$ cat config.mk
export PLATFORM = sky130hd
export DESIGN_NAME = wav_pcm_to_int16_converter_top
export DESIGN_NICKNAME = d
export VERILOG_FILES = /design/src/sv/wpc_pkg.sv /design/src/sv/wpc_queue.sv /design/src/sv/wpc_front.sv /design/src/sv/wpc_back.sv /design/src/sv/wav_pcm_to_int16_converter_top.sv
export VERILOG_INCLUDE_DIRS = /design/src /design/src/sv
export SDC_FILE = /design/constraint.sdc
export NUM_CORES = 1
export LEC_CHECK = 0
export ABC_AREA = 1
export BUFFER_PORTS_ARGS = -buffer_cell sky130_fd_sc_hd__buf_2
export CAP_MARGIN = 10
export CORE_MARGIN = 8
export CORE_UTILIZATION = 45
export DETAILED_ROUTE_END_ITERATION = 10
export PLACE_DENSITY = 0.66
export SLEW_MARGIN = 10
export SYNTH_ARGS = -nofsm -noshare
export SYNTH_HDL_FRONTEND = slang
export SYNTH_SLANG_ARGS = --single-unit
$ cat constraint.sdc
create_clock -name clock -period 8.98 [get_ports clock]
set_clock_uncertainty 0.15 [all_clocks]
set_input_delay 1.796 -clock clock [delete_from_list [all_inputs] [get_ports clock]]
set_output_delay 1.796 -clock clock [all_outputs]
set_load 0.02 [all_outputs]
$ cat src/sv/wav_pcm_to_int16_converter_top_macros.svh
// Assertion macros shared by the converter modules.
`ifndef WAV_PCM_TO_INT16_CONVERTER_TOP_MACROS_SVH
`define WAV_PCM_TO_INT16_CONVERTER_TOP_MACROS_SVH
`ifndef ASSERT_OFF
`define WPC_ASSERT(lbl, clk, rst, prop, msg) \
   lbl: assert property (@(posedge clk) disable iff (rst) (prop)) else $error(msg);
`define WPC_ASSERT_NEVER(lbl, clk, rst, expr, msg) \
   lbl: assert property (@(posedge clk) disable iff (rst) !(expr)) else $error(msg);
`else
`define WPC_ASSERT(lbl, clk, rst, prop, msg)
`define WPC_ASSERT_NEVER(lbl, clk, rst, expr, msg)
`endif
`endif

$ cat src/sv/wpc_pkg.sv
package wpc_pkg;

   // configuration register indexes
   localparam logic [1:0] CSR_BYTES_PER_SAMPLE = 2'd0;
   localparam logic [1:0] CSR_SAMPLE_FORMAT    = 2'd1;
   localparam logic [1:0] CSR_CHANNEL_COUNT    = 2'd2;

   localparam int unsigned MAX_CHANNELS = 8;
   localparam int unsigned QUEUE_DEPTH  = 2;

   // sample width codes
   localparam logic [2:0] NB_ONE   = 3'd1;
   localparam logic [2:0] NB_TWO   = 3'd2;
   localparam logic [2:0] NB_THREE = 3'd3;
   localparam logic [2:0] NB_FOUR  = 3'd4;

   // one gathered sample word on its way to conversion
   typedef struct packed {
      logic [31:0] word;
      logic [2:0]  nbytes;
      logic        is_float;
      logic [2:0]  channel;
      logic        last;
   } entry_type;

endpackage

$ cat src/sv/wpc_queue.sv
module wpc_queue
   import wpc_pkg::*;
#(
   parameter int unsigned DEPTH = QUEUE_DEPTH
) (
   input  logic      clock,
   input  logic      reset,
   input  logic      enq,
   input  entry_type enq_data,
   output logic      full,
   input  logic      deq,
   output logic      empty,
   output entry_type head
);
`include "wav_pcm_to_int16_converter_top_macros.svh"

   localparam int unsigned PW = (DEPTH > 1) ? $clog2(DEPTH) : 1;
   localparam int unsigned CW = $clog2(DEPTH + 1);

   entry_type         slot_ff [DEPTH];
   logic [PW-1:0]     wr_ptr_ff, wr_ptr_in, rd_ptr_ff, rd_ptr_in;
   logic [CW-1:0]     count_ff, count_in;
   logic              do_enq, do_deq;

   assign full   = (count_ff == CW'(DEPTH));
   assign empty  = (count_ff == '0);
   assign head   = slot_ff[rd_ptr_ff];
   assign do_enq = enq && !full;
   assign do_deq = deq && !empty;

   // advance pointers and count
   always_comb begin
      wr_ptr_in = wr_ptr_ff;
      rd_ptr_in = rd_ptr_ff;
      count_in  = count_ff;
      if (do_enq) begin
         wr_ptr_in = (wr_ptr_ff == PW'(DEPTH - 1)) ? '0 : wr_ptr_ff + 1'b1;
      end
      if (do_deq) begin
         rd_ptr_in = (rd_ptr_ff == PW'(DEPTH - 1)) ? '0 : rd_ptr_ff + 1'b1;
      end
      if (do_enq && !do_deq) begin
         count_in = count_ff + 1'b1;
      end else if (!do_enq && do_deq) begin
         count_in = count_ff - 1'b1;
      end
   end

   always_ff @(posedge clock) begin
      if (reset) begin
         wr_ptr_ff <= '0;
         rd_ptr_ff <= '0;
         count_ff  <= '0;
      end else begin
         wr_ptr_ff <= wr_ptr_in;
         rd_ptr_ff <= rd_ptr_in;
         count_ff  <= count_in;
      end
   end

   // hold stored words
   always_ff @(posedge clock) begin
      if (do_enq) begin
         slot_ff[wr_ptr_ff] <= enq_data;
      end
   end

   `WPC_ASSERT_NEVER(a_count_range, clock, reset, count_ff > CW'(DEPTH), "queue overfilled")
   `WPC_ASSERT(a_count_up, clock, reset, (do_enq && !do_deq) |=> (count_ff == $past(count_ff) + 1'b1), "queue count missed a word")
   `WPC_ASSERT(a_count_down, clock, reset, (!do_enq && do_deq) |=> (count_ff == $past(count_ff) - 1'b1), "queue count missed a removal")

endmodule

$ cat src/sv/wpc_front.sv
module wpc_front
   import wpc_pkg::*;
(
   input  logic      clock,
   input  logic      reset,
   input  logic      take,
   input  logic [7:0] data_byte,
   input  logic      first_byte,
   input  logic      last_byte,
   input  logic [2:0] bytes_per_sample,
   input  logic      sample_format,
   input  logic [3:0] channel_count,
   output logic      enq,
   output entry_type enq_data
);
`include "wav_pcm_to_int16_converter_top_macros.svh"

   logic [23:0] gather_ff, gather_in;
   logic [1:0]  index_ff, index_in;
   logic [2:0]  chan_ff, chan_in;

   logic [2:0]  nbytes;
   logic [3:0]  nch;
   logic [23:0] g_eff;
   logic [1:0]  i_eff;
   logic [2:0]  c_eff;
   logic [31:0] word;
   logic        complete;
   logic [3:0]  chan_inc;

   // clamp configuration to legal ranges
   always_comb begin
      if (bytes_per_sample == 3'd0) begin
         nbytes = NB_ONE;
      end else if (bytes_per_sample > NB_FOUR) begin
         nbytes = NB_FOUR;
      end else begin
         nbytes = bytes_per_sample;
      end
      if (channel_count == 4'd0) begin
         nch = 4'd1;
      end else if (channel_count > 4'(MAX_CHANNELS)) begin
         nch = 4'(MAX_CHANNELS);
      end else begin
         nch = channel_count;
      end
   end

   // gather the byte and decide whether a sample completes
   always_comb begin
      g_eff    = first_byte ? '0 : gather_ff;
      i_eff    = first_byte ? '0 : index_ff;
      c_eff    = first_byte ? '0 : chan_ff;
      word     = {8'd0, g_eff} | ({24'd0, data_byte} << {i_eff, 3'b000});
      complete = ({1'b0, i_eff} + 3'd1) >= nbytes;
      chan_inc = {1'b0, c_eff} + 4'd1;

      gather_in = gather_ff;
      index_in  = index_ff;
      chan_in   = chan_ff;
      if (take) begin
         if (complete) begin
            gather_in = '0;
            index_in  = '0;
            chan_in   = (chan_inc >= nch) ? '0 : chan_inc[2:0];
         end else begin
            gather_in = word[23:0];
            index_in  = i_eff + 2'd1;
            chan_in   = c_eff;
         end
         if (last_byte) begin
            gather_in = '0;
            index_in  = '0;
            chan_in   = '0;
         end
      end

      enq               = take && complete;
      enq_data.word     = word;
      enq_data.nbytes   = nbytes;
      enq_data.is_float = sample_format;
      enq_data.channel  = c_eff;
      enq_data.last     = last_byte;
   end

   always_ff @(posedge clock) begin
      if (reset) begin
         gather_ff <= '0;
         index_ff  <= '0;
         chan_ff   <= '0;
      end else begin
         gather_ff <= gather_in;
         index_ff  <= index_in;
         chan_ff   <= chan_in;
      end
   end

   `WPC_ASSERT(a_last_clears, clock, reset, (take && last_byte) |=> (index_ff == '0 && chan_ff == '0 && gather_ff == '0), "buffer end did not clear counters")
   `WPC_ASSERT_NEVER(a_index_range, clock, reset, ({1'b0, index_ff} >= NB_FOUR), "byte index out of range")
   `WPC_ASSERT(a_chan_range, clock, reset, (take && !last_byte) |=> ({1'b0, chan_ff} < 4'(MAX_CHANNELS)), "channel index out of range")

endmodule

$ cat src/sv/wpc_back.sv
module wpc_back
   import wpc_pkg::*;
(
   input  logic         clock,
   input  logic         reset,
   input  logic         in_valid,
   input  entry_type    in_data,
   output logic         in_ready,
   output logic         out_valid,
   output logic signed [15:0] out_sample,
   output logic [2:0]   out_channel,
   output logic         out_last,
   input  logic         out_pop
);
`include "wav_pcm_to_int16_converter_top_macros.svh"

   // stage 1: integer result and float product
   logic        s1_v_ff, s1_v_in;
   logic [15:0] s1_int_ff, s1_int_in;
   logic        s1_flt_ff, s1_flt_in;
   logic        s1_sign_ff, s1_nan_ff, s1_nan_in;
   logic [7:0]  s1_exp_ff;
   logic [38:0] s1_prod_ff, s1_prod_in;
   logic [2:0]  s1_ch_ff;
   logic        s1_last_ff;
   // stage 2: rounded product
   logic        s2_v_ff, s2_v_in;
   logic [15:0] s2_int_ff;
   logic        s2_flt_ff, s2_sign_ff, s2_nan_ff;
   logic [7:0]  s2_exp_ff;
   logic [39:0] s2_rnd_ff, s2_rnd_in;
   logic [2:0]  s2_ch_ff;
   logic        s2_last_ff;
   // stage 3: output register
   logic        s3_v_ff, s3_v_in;
   logic [15:0] s3_smp_ff, s3_smp_in;
   logic [2:0]  s3_ch_ff;
   logic        s3_last_ff;

   logic        s1_ready, s2_ready, s3_ready;
   logic        s1_go, s2_go, s3_go;

   assign s3_ready = !s3_v_ff || out_pop;
   assign s2_ready = !s2_v_ff || s3_ready;
   assign s1_ready = !s1_v_ff || s2_ready;
   assign in_ready = s1_ready;
   assign s1_go    = in_valid && s1_ready;
   assign s2_go    = s1_v_ff && s2_ready;
   assign s3_go    = s2_v_ff && s3_ready;

   // integer conversion and mantissa product
   always_comb begin
      case (in_data.nbytes)
         NB_ONE:   s1_int_in = {in_data.word[7:0] ^ 8'h80, 8'h00};
         NB_TWO:   s1_int_in = in_data.word[15:0];
         NB_THREE: s1_int_in = in_data.word[23:8];
         default:  s1_int_in = in_data.word[31:16];
      endcase
      s1_flt_in  = (in_data.nbytes == NB_FOUR) && in_data.is_float;
      s1_nan_in  = (in_data.word[30:23] == 8'hFF) && (in_data.word[22:0] != '0);
      s1_prod_in = 39'({1'b1, in_data.word[22:0]}) * 39'd32767;
   end

   // round the product to 24 significant bits, nearest even
   logic [23:0] r_trunc;
   logic        r_up;
   logic [24:0] r_sum;
   always_comb begin
      if (s1_prod_ff[38]) begin
         r_trunc = s1_prod_ff[38:15];
         r_up    = (s1_prod_ff[14:0] > 15'h4000) ||
                   ((s1_prod_ff[14:0] == 15'h4000) && r_trunc[0]);
      end else begin
         r_trunc = s1_prod_ff[37:14];
         r_up    = (s1_prod_ff[13:0] > 14'h2000) ||
                   ((s1_prod_ff[13:0] == 14'h2000) && r_trunc[0]);
      end
      r_sum = {1'b0, r_trunc} + {24'd0, r_up};
      s2_rnd_in = s1_prod_ff[38] ? {r_sum, 15'd0} : {1'b0, r_sum, 14'd0};
   end

   // pass integers through; scale, truncate toward zero and saturate floats
   logic [7:0]  shift_amt;
   logic [39:0] mag;
   logic        big;
   always_comb begin
      shift_amt = 8'd150 - s2_exp_ff;
      big  = (s2_exp_ff >= 8'd150);
      mag  = (shift_amt >= 8'd40) ? '0 : (s2_rnd_ff >> shift_amt[5:0]);
      if (!s2_flt_ff) begin
         s3_smp_in = s2_int_ff;
      end else if (s2_nan_ff || s2_exp_ff == 8'd0) begin
         s3_smp_in = '0;
      end else if (!s2_sign_ff) begin
         s3_smp_in = (big || mag >= 40'd32767) ? 16'h7FFF : mag[15:0];
      end else begin
         s3_smp_in = (big || mag >= 40'd32768) ? 16'h8000 : (16'd0 - mag[15:0]);
      end
   end

   // advance the valid bits
   always_comb begin
      s1_v_in = s1_go ? 1'b1 : (s2_go ? 1'b0 : s1_v_ff);
      s2_v_in = s2_go ? 1'b1 : (s3_go ? 1'b0 : s2_v_ff);
      s3_v_in = s3_go ? 1'b1 : (out_pop ? 1'b0 : s3_v_ff);
   end

   always_ff @(posedge clock) begin
      if (reset) begin
         s1_v_ff <= 1'b0;
         s2_v_ff <= 1'b0;
         s3_v_ff <= 1'b0;
      end else begin
         s1_v_ff <= s1_v_in;
         s2_v_ff <= s2_v_in;
         s3_v_ff <= s3_v_in;
      end
   end

   // hold payload while stalled
   always_ff @(posedge clock) begin
      if (s1_go) begin
         s1_int_ff  <= s1_int_in;
         s1_flt_ff  <= s1_flt_in;
         s1_sign_ff <= in_data.word[31];
         s1_nan_ff  <= s1_nan_in;
         s1_exp_ff  <= in_data.word[30:23];
         s1_prod_ff <= s1_prod_in;
         s1_ch_ff   <= in_data.channel;
         s1_last_ff <= in_data.last;
      end
      if (s2_go) begin
         s2_int_ff  <= s1_int_ff;
         s2_flt_ff  <= s1_flt_ff;
         s2_sign_ff <= s1_sign_ff;
         s2_nan_ff  <= s1_nan_ff;
         s2_exp_ff  <= s1_exp_ff;
         s2_rnd_ff  <= s2_rnd_in;
         s2_ch_ff   <= s1_ch_ff;
         s2_last_ff <= s1_last_ff;
      end
      if (s3_go) begin
         s3_smp_ff  <= s3_smp_in;
         s3_ch_ff   <= s2_ch_ff;
         s3_last_ff <= s2_last_ff;
      end
   end

   assign out_valid   = s3_v_ff;
   assign out_sample  = s3_smp_ff;
   assign out_channel = s3_ch_ff;
   assign out_last    = s3_last_ff;

   `WPC_ASSERT(a_s2_hold, clock, reset, (s2_v_ff && !s3_ready) |=> s2_v_ff, "stage 2 word lost while stalled")
   `WPC_ASSERT(a_s1_hold, clock, reset, (s1_v_ff && !s2_ready) |=> s1_v_ff, "stage 1 word lost while stalled")
   `WPC_ASSERT(a_s1_move, clock, reset, s2_go |=> s2_v_ff, "stage 2 did not take its word")

endmodule

$ cat src/sv/wav_pcm_to_int16_converter_top.sv
// WAV PCM to int16 converter. Takes one data-chunk byte per clock while full
// is low (push/full) and returns one signed 16-bit sample with its channel
// number per completed sample (empty/pop). After its last byte is taken, a
// sample is written into the front queue and then carried through the
// conversion pipeline (mantissa multiply, round, scale and saturate) to the
// result side. Bytes are taken every clock as long as results are popped;
// full rises only when the two-word queue and the pipeline are all backed
// up. Registers: 0 bytes per sample, 1 sample format (float used only at
// four bytes), 2 channel count; write them only while no sample is in flight.
module wav_pcm_to_int16_converter_top
   import wpc_pkg::*;
#(
   parameter int unsigned DEPTH = QUEUE_DEPTH
) (
   input  logic              clock,
   input  logic              reset,
   input  logic              push,
   output logic              full,
   input  logic [7:0]        req_data_byte,
   input  logic              req_first_byte,
   input  logic              req_last_byte,
   output logic              empty,
   input  logic              pop,
   output logic signed [15:0] rsp_sample,
   output logic [2:0]        rsp_channel,
   output logic              rsp_last_sample,
   input  logic              csr_valid,
   output logic              csr_ready,
   input  logic [1:0]        csr_index,
   input  logic [3:0]        csr_wdata
);

   logic [2:0] bps_ff;
   logic       fmt_ff;
   logic [3:0] nch_ff;

   logic       take, enq, q_full, q_empty, deq, out_valid;
   entry_type  enq_data, head;

   assign csr_ready = 1'b1;

   // write configuration
   always_ff @(posedge clock) begin
      if (reset) begin
         bps_ff <= NB_TWO;
         fmt_ff <= 1'b0;
         nch_ff <= 4'd1;
      end else if (csr_valid && csr_ready) begin
         case (csr_index)
            CSR_BYTES_PER_SAMPLE: bps_ff <= csr_wdata[2:0];
            CSR_SAMPLE_FORMAT:    fmt_ff <= csr_wdata[0];
            CSR_CHANNEL_COUNT:    nch_ff <= csr_wdata;
            default: ;
         endcase
      end
   end

   assign full = q_full;
   assign take = push && !q_full;

   wpc_front u_front (
      .clock            (clock),
      .reset            (reset),
      .take             (take),
      .data_byte        (req_data_byte),
      .first_byte       (req_first_byte),
      .last_byte        (req_last_byte),
      .bytes_per_sample (bps_ff),
      .sample_format    (fmt_ff),
      .channel_count    (nch_ff),
      .enq              (enq),
      .enq_data         (enq_data)
   );

   wpc_queue #(.DEPTH(DEPTH)) u_queue (
      .clock    (clock),
      .reset    (reset),
      .enq      (enq),
      .enq_data (enq_data),
      .full     (q_full),
      .deq      (deq),
      .empty    (q_empty),
      .head     (head)
   );

   logic in_ready;
   assign deq = in_ready && !q_empty;

   wpc_back u_back (
      .clock       (clock),
      .reset       (reset),
      .in_valid    (!q_empty),
      .in_data     (head),
      .in_ready    (in_ready),
      .out_valid   (out_valid),
      .out_sample  (rsp_sample),
      .out_channel (rsp_channel),
      .out_last    (rsp_last_sample),
      .out_pop     (pop)
   );

   assign empty = !out_valid;

endmodule
==> impl_metrics.json, run 1 <==
{
  "drv_slew": 0,
  "async_flop_share_pct": 0,
  "clk_pin_slew_ns": 0.06,
  "syn_inst": 2339,
  "numCtsBuffers": 30,
  "hold_violations": 0,
  "first_iter_violations": 1099,
  "setup_viol": 0,
  "areaGrowthSynthToFinish_pct": 8.59,
  "cp_slowest_stage_delay_ns": 0.63,
  "hold_class": "flop to flop",
  "arrival_ns": 7.40,
  "io_pins": 44,
  "tns_ns": 0,
  "coreArea_um2": 46300,
  "critPathKind": "flop to flop",
  "required_ns": 9.15,
  "dp_hpwl_um": 40800,
  "cap_viol_max_count": 0,
  "synth.largest_area_cell": "edfxtp_1",
  "grt_pass1_wl_um": 80600,
  "finalWirelength_um": 50100,
  "cts_setup_buffers": 0,
  "synthTopCellsByArea": "edfxtp_1 33%, fa_1 16%, nand2_1 9.8%, ha_1 7.2%, inv_1 6.7%",
  "die_width_um": 232,
  "grt_pass1_vias": 15300,
  "wl_per_cell_um": 16.7,
  "synth_commonest_cells": "546 x nand2_1, 374 x inv_1, 227 x edfxtp_1",
  "seq_area_frac_synth_pct": 36.9,
  "grt_start_max_net_pins": 74,
  "gp_congestion": 0.969,
  "drc": 0,
  "drtAntennaViolNets": 0,
  "num_rows": 79,
  "cts-hold-fix-buffers": 0,
  "ys_ff_latch": 272,
  "cts_tree": "built",
  "drt-pass1-iter-count": 5,
  "synth_edf_count": 227,
  "critPathMostFrequentCell": "inv_1",
  "dr_total_vias": 15400,
  "syn_avg_cell_area_um2": 8.95,
  "grt_antenna_before_repair": 4,
  "worst_setup_path_start_kind": "flop",
  "fmax_mhz": 138,
  "portBuffers": 42,
  "synth_area_um2": 20900,
  "cp_slowest_cell": "fa_1",
  "synth.net_count": 2652,
  "min_period_ns": 7.23,
  "tightest_slew_ns": 1.22,
  "rsz0062_at_grt": "false",
  "slew_headroom_pct": 18.2,
  "ctsHtreeMaxLevel": 1,
  "die_height_um": 232,
  "clock_sinks": 272,
  "synthFlopType": "edfxtp_1",
  "cts_resized": 0,
  "period_share_pct": 80.5,
  "drive_above_1_share_pct": 8.33,
  "track_usage_pct": 18.6,
  "synth.most_common_cell": "nand2_1",
  "clock_latency_ns": 0.57,
  "grt-ovfl-total": 0,
  "routed_via_density": 5.12,
  "crit_family": "adder cells",
  "root_buffer": "clkbuf_16",
  "status": "finished clean",
  "cp-end-kind": "flop",
  "synth_top_area_share_pct": 32.6,
  "die-area_um2": 53700,
  "yosys_warnings": 0,
  "start_util_pct": 45.3,
  "path_max_fanout": 27,
  "rrSetupSlack_ns": 1.75,
  "clock_path_buffers": 3,
  "cp.buffers_inverters": 7,
  "yosysUniqueCellTypes": 56,
  "nets": 2679
}
==> cell type report <==
cell class | count | area [µm²]
Antenna cell | 1 | 2.50
Tap cell | 607 | 759
Clock inverter | 23 | 230
Inverter | 385 | 1450
Sequential cell | 272 | 7720
Fill cell | 4354 | 23500
Timing Repair Buffer | 59 | 370
Multi-Input combinational cell | 1618 | 11400
Clock buffer | 33 | 762
==> registers in the layout, summed over array words and instances (netlist names), 2 cells and up, named ones only <==
name                count
u_queue.slot_ff        80
u_back.s1_prod_ff      39
u_back.s2_rnd_ff       26
u_front.gather_ff      24
u_back.out_sample      16
u_back.s1_int_ff       16
u_back.s2_int_ff       16
u_back.s1_exp_ff        8
u_back.s2_exp_ff        8
nch_ff                  4
bps_ff                  3
u_back.out_channel      3
u_back.s1_ch_ff         3
u_back.s2_ch_ff         3
u_front.chan_ff         3
u_front.index_ff        2
u_queue.count_ff        2
==> metrics by stage <==
step	util (%)	std cells	setup WS, ns	hold slack (ns)	instance area (µm²)
5_1_grt	49.1	2997	1.28	0.277	22700
4_1_cts	49.0	2995	1.73	0.268	22700
3_5_place_dp	46.9	2939	1.76	0.255	21700
2_1_floorplan	-	2339	2.05	0.250	20900
6_report	49.2	2998	1.75	0.268	22700
3_3_place_gp	46.9	2939	1.84	0.252	21700
==> cell families after synthesis <==
| group | count (synthesis) | share of synthesized area [%] |
|---|---|---|
| other | 1 | 0.0179 |
| AO/OA/AOI/OAI | 284 | 7.62 |
| flip-flops | 272 | 36.9 |
| multiplexers | 9 | 0.430 |
| adder cells (fa/ha/maj) | 292 | 23.6 |
| buffers and inverters | 449 | 8.59 |
| AND/OR/NAND/NOR | 969 | 20.2 |
| XOR/XNOR | 63 | 2.64 |
==> layer usage <==
metal	routed length, µm	GRT usage [%]
met3	2370	2.54
met1	22200	24.6
met5	12	0
met2	24200	31.6
met4	1380	5.31
==> cell usage in the layout, fill, tap and decap left out, types with 13 or more instances in the layout <==
master,n
dfxtp_1,45
a21oi_1,95
nor2_1,126
fa_1,172
nor3_1,14
or2_2,35
inv_1,372
clkbuf_16,30
o21ai_0,121
nand3_1,177
ha_1,120
xnor2_1,13
xor2_1,50
nand4_1,19
edfxtp_1,227
nand2_2,14
buf_2,42
nand2_1,546
buf_4,15
==> worst register-to-register path, delay by kind of cell, from the launching register on <==
kind            cells  cell delay [ns]
compound gates      4             0.96
xor+xnor            1             0.06
fa+ha+maj           7             3.58
buf+inv             7             0.85
flops               1             0.33
simple gates        9             1.04
==> path summary, 6_finish.rpt <==
kind / startpoint / end / cells after the start
setup reg to reg: flop / u_back.s1_prod_ff[32] / 28
hold reg to reg: u_back.s1_int_ff[10] / u_back.s2_int_ff[10] / 0
setup / recovery: flop / u_back.s1_prod_ff[32] / 28
hold / removal: u_back.s1_int_ff[10] / u_back.s2_int_ff[10] / 0
Power of run 1 is left out: the tool's default activity adds up to more than one toggle a clock period on the data nets, which glitch-free logic cannot reach.
==> run 2: changes to the inputs <==
--- a/config.mk
+++ b/config.mk
@@ -6,7 +6,7 @@
 export SDC_FILE = /design/constraint.sdc
 export NUM_CORES = 1
 export LEC_CHECK = 0
-export ABC_AREA = 1
+export ABC_AREA = 0
 export BUFFER_PORTS_ARGS = -buffer_cell sky130_fd_sc_hd__buf_2
 export CAP_MARGIN = 10
 export CORE_MARGIN = 8
==> constraint.sdc (replaced) <==
create_clock -name clock -period 7.26 [get_ports clock]
set_clock_uncertainty 0.15 [all_clocks]
set_input_delay 1.452 -clock clock [delete_from_list [all_inputs] [get_ports clock]]
set_output_delay 1.452 -clock clock [all_outputs]
set_load 0.02 [all_outputs]
==> run 2 against run 1 <==
Compared with the run above:
- clock-buffer cell count is 1 lower
- routed wire length is 3.2% lower
- first-iteration DRC count is 2.0% higher
- cell count is 14% lower
- critical path depth is 6 lower
- critical endpoint is now u_back.s1_prod_ff[37]
- register-to-register slack worse by 1.5 ns
- synthesized area is 1.4% lower
- synthesized cell count is 20% lower
- global-route usage is 0.86 points lower
- sequential cell count stayed put
- fmax is 2.7% higher
==> impl_metrics.json, run 2 <==
{
  "slew_headroom_pct": 26.3,
  "clock_path_buffers": 3,
  "ff_latch_area_um2": 7720,
  "multi_input_area_um2": 11800,
  "seq_area_frac_synth_pct": 37.4,
  "fillerInstances": 3912,
  "regMostFlops": "u_queue.slot_ff",
  "start_util_pct": 45.6,
  "synth.most_common_cell": "inv_1",
  "ctsHtreeMaxLevel": 1,
  "gp_congestion": 0.972,
  "syn_inst": 1873,
  "dr_total_vias": 14200,
  "cts-hold-fix-buffers": 0,
  "areaGrowthSynthToFinish_pct": 12.2,
  "die_height_um": 230,
  "clock_sinks": 272,
  "synth.largest_area_cell": "edfxtp_1",
  "root_buffer": "clkbuf_16",
  "cp-end-kind": "flop",
  "final_cell_area_um2": 23200,
  "portBuffers": 42,
  "antenna_cells": 0,
  "postPlaceCellArea_um2": 21900,
  "hold_violations": 0,
  "grt-ovfl-total": 0,
  "grt_start_max_net_pins": 72,
  "synth.net_count": 2186,
  "yosys_warnings": 0,
  "num_rows": 78,
  "io_pins": 44,
  "grt_antenna_before_repair": 1,
  "clk_pin_slew_ns": 0.06,
  "tightest_slew_ns": 1.07,
  "arrival_ns": 7.19,
  "cts_tree": "built",
  "track_usage_pct": 17.7,
  "required_ns": 7.42,
  "async_flop_share_pct": 0,
  "status": "finished clean",
  "synth_area_um2": 20600,
  "synth_edf_count": 227,
  "layout_commonest_cell": "inv_1",
  "drt-pass1-iter-count": 5,
  "hold_path_startpoint": "u_back.s1_int_ff[1]",
  "numCtsBuffers": 29,
  "die-area_um2": 53000,
  "critPathKind": "flop to flop",
  "coreArea_um2": 45300,
  "top_regs": "u_queue.slot_ff: 80 flops, u_back.s1_prod_ff: 39 flops, u_back.s2_rnd_ff: 26 flops",
  "synth_commonest_cells": "286 x inv_1, 227 x edfxtp_1, 172 x fa_1",
  "ys_ff_latch": 272,
  "setup_viol": 0,
  "syn_avg_cell_area_um2": 11.0,
  "drive_above_1_share_pct": 15.5,
  "nets": 2272,
  "hold_class": "flop to flop",
  "period_share_pct": 96.9,
  "min_period_ns": 7.04,
  "mostFrequentLayoutCells": "279 x inv_1, 227 x edfxtp_1, 157 x fa_1, 142 x nor2_1, 116 x ha_1",
  "grt_pass1_wl_um": 76500,
  "synth_top_area_share_pct": 33.0,
  "die_width_um": 230,
  "yosysUniqueCellTypes": 90,
  "synthTopCellsByArea": "edfxtp_1 33%, fa_1 17%, ha_1 7.3%, inv_1 5.2%, dfxtp_1 4.4%",
  "routed_via_density": 5.51,
  "wl_per_cell_um": 18.8,
  "grt_pass1_vias": 14000,
  "drc": 0,
  "first_iter_violations": 1121,
  "path_max_fanout": 7,
  "largest_reg_flops": 80,
  "worst_setup_path_start_kind": "flop",
  "synthFlopType": "edfxtp_1",
  "drv_slew": 0,
  "finalWirelength_um": 48500,
  "clock_latency_ns": 0.58,
  "dp_hpwl_um": 38300,
  "fmax_mhz": 142,
  "cap_viol_max_count": 0,
  "drtAntennaViolNets": 0
}
[run 2: cell count changes after synthesis, sizes merged, moves of 21 or more]
| cell | previous run | this run |
|---|---|---|
| a22oi | 6 | 35 |
| o22ai | 3 | 29 |
| nand3 | 182 | 31 |
| o21ai | 133 | 55 |
| inv | 380 | 289 |
| xor2 | 50 | 23 |
| mux4 | 0 | 23 |
| a21o | 1 | 22 |
| xnor2 | 13 | 50 |
| nand2 | 567 | 78 |
| mux2 | 0 | 25 |
| or2 | 35 | 3 |
| mux2i | 9 | 66 |
[run 2: routing by layer]
layer	up-vias	global-route usage, %	share of wire (%)
met5	-	0	0
met4	0	4.49	2.2
met3	64	2.33	4.8
met2	392	29.4	49
met1	7028	24.3	44
li1	6741	-	-
[run 2: timing repair]
item / 4_1_cts / 5_1_grt
pin swaps: 0 / 21
endpoints found under the hold margin: 0 / 0
setup buffers: 0 / 11
setup endpoints to repair: 3 / 6
resized for setup: 3 / 52
[run 2: worst max-delay path: stages (launching register included)]
cell and delay (ns):
dfxtp_4 0.44, mux2i_4 0.27, inv_1 0.11, buf_4 0.16, fa_2 0.51, fa_2 0.65, fa_1 0.45, fa_1 0.53
fa_1 0.57, inv_1 0.07, fa_1 0.50, inv_1 0.06, ha_4 0.27, a21oi_2 0.14, o21ai_0 0.10, a211o_1 0.33
a21oi_4 0.15, a21oi_2 0.10, a311o_1 0.34, a21o_1 0.22, a2111oi_4 0.37, or4b_4 0.18, o2111ai_1 0.09
[run 2: cell type report]
class                           instances  area share (%)
Clock buffer                           32            3.27
Clock inverter                         22           0.767
Inverter                              291            4.71
Multi-Input combinational cell       1245            51.1
Sequential cell                       272            33.3
Tap cell                              600            3.24
Timing Repair Buffer                  120            3.55
[run 2: path summary, 6_finish.rpt]
kind / endpoint / slack, ns / cells past startpoint
setup / recovery: u_back.s1_prod_ff[37] / 0.22 / 22
hold / removal: u_back.s2_int_ff[1] / 0.26 / 0
setup reg to reg: u_back.s1_prod_ff[37] / 0.22 / 22
hold reg to reg: u_back.s2_int_ff[1] / 0.26 / 0
[run 2: stage by stage]
stage	hold slack [ns]	setup WS, ns	utilization, %	TNS (ns)	std cells
5_1_grt	0.267	-0.0333	51.2	-0.0408	2582
3_5_place_dp	0.255	-0.0498	48.5	-0.0957	2517
2_1_floorplan	0.250	0.0642	-	0	1873
3_3_place_gp	0.254	0.0489	48.5	0	2517
4_1_cts	0.264	0.0120	50.5	0	2571
6_report	0.260	0.224	51.2	0	2582
[run 2: cell families (layout without fill, tap and decap cells)]
kind of cell | Yosys count | after routing | synth area share [%]
AOI/OAI and AO/OA | 352 | 352 | 11.6
and+or+nand+nor | 413 | 413 | 9.80
DFF | 272 | 272 | 37.4
muxes | 114 | 114 | 7.07
xor gates and xnor gates | 73 | 73 | 3.28
adders and majority gates | 292 | 292 | 24.0
buffers and inverters | 356 | 465 | 6.90
other | 1 | 1 | 0.0182
Power of run 2 is left out for the same reason.
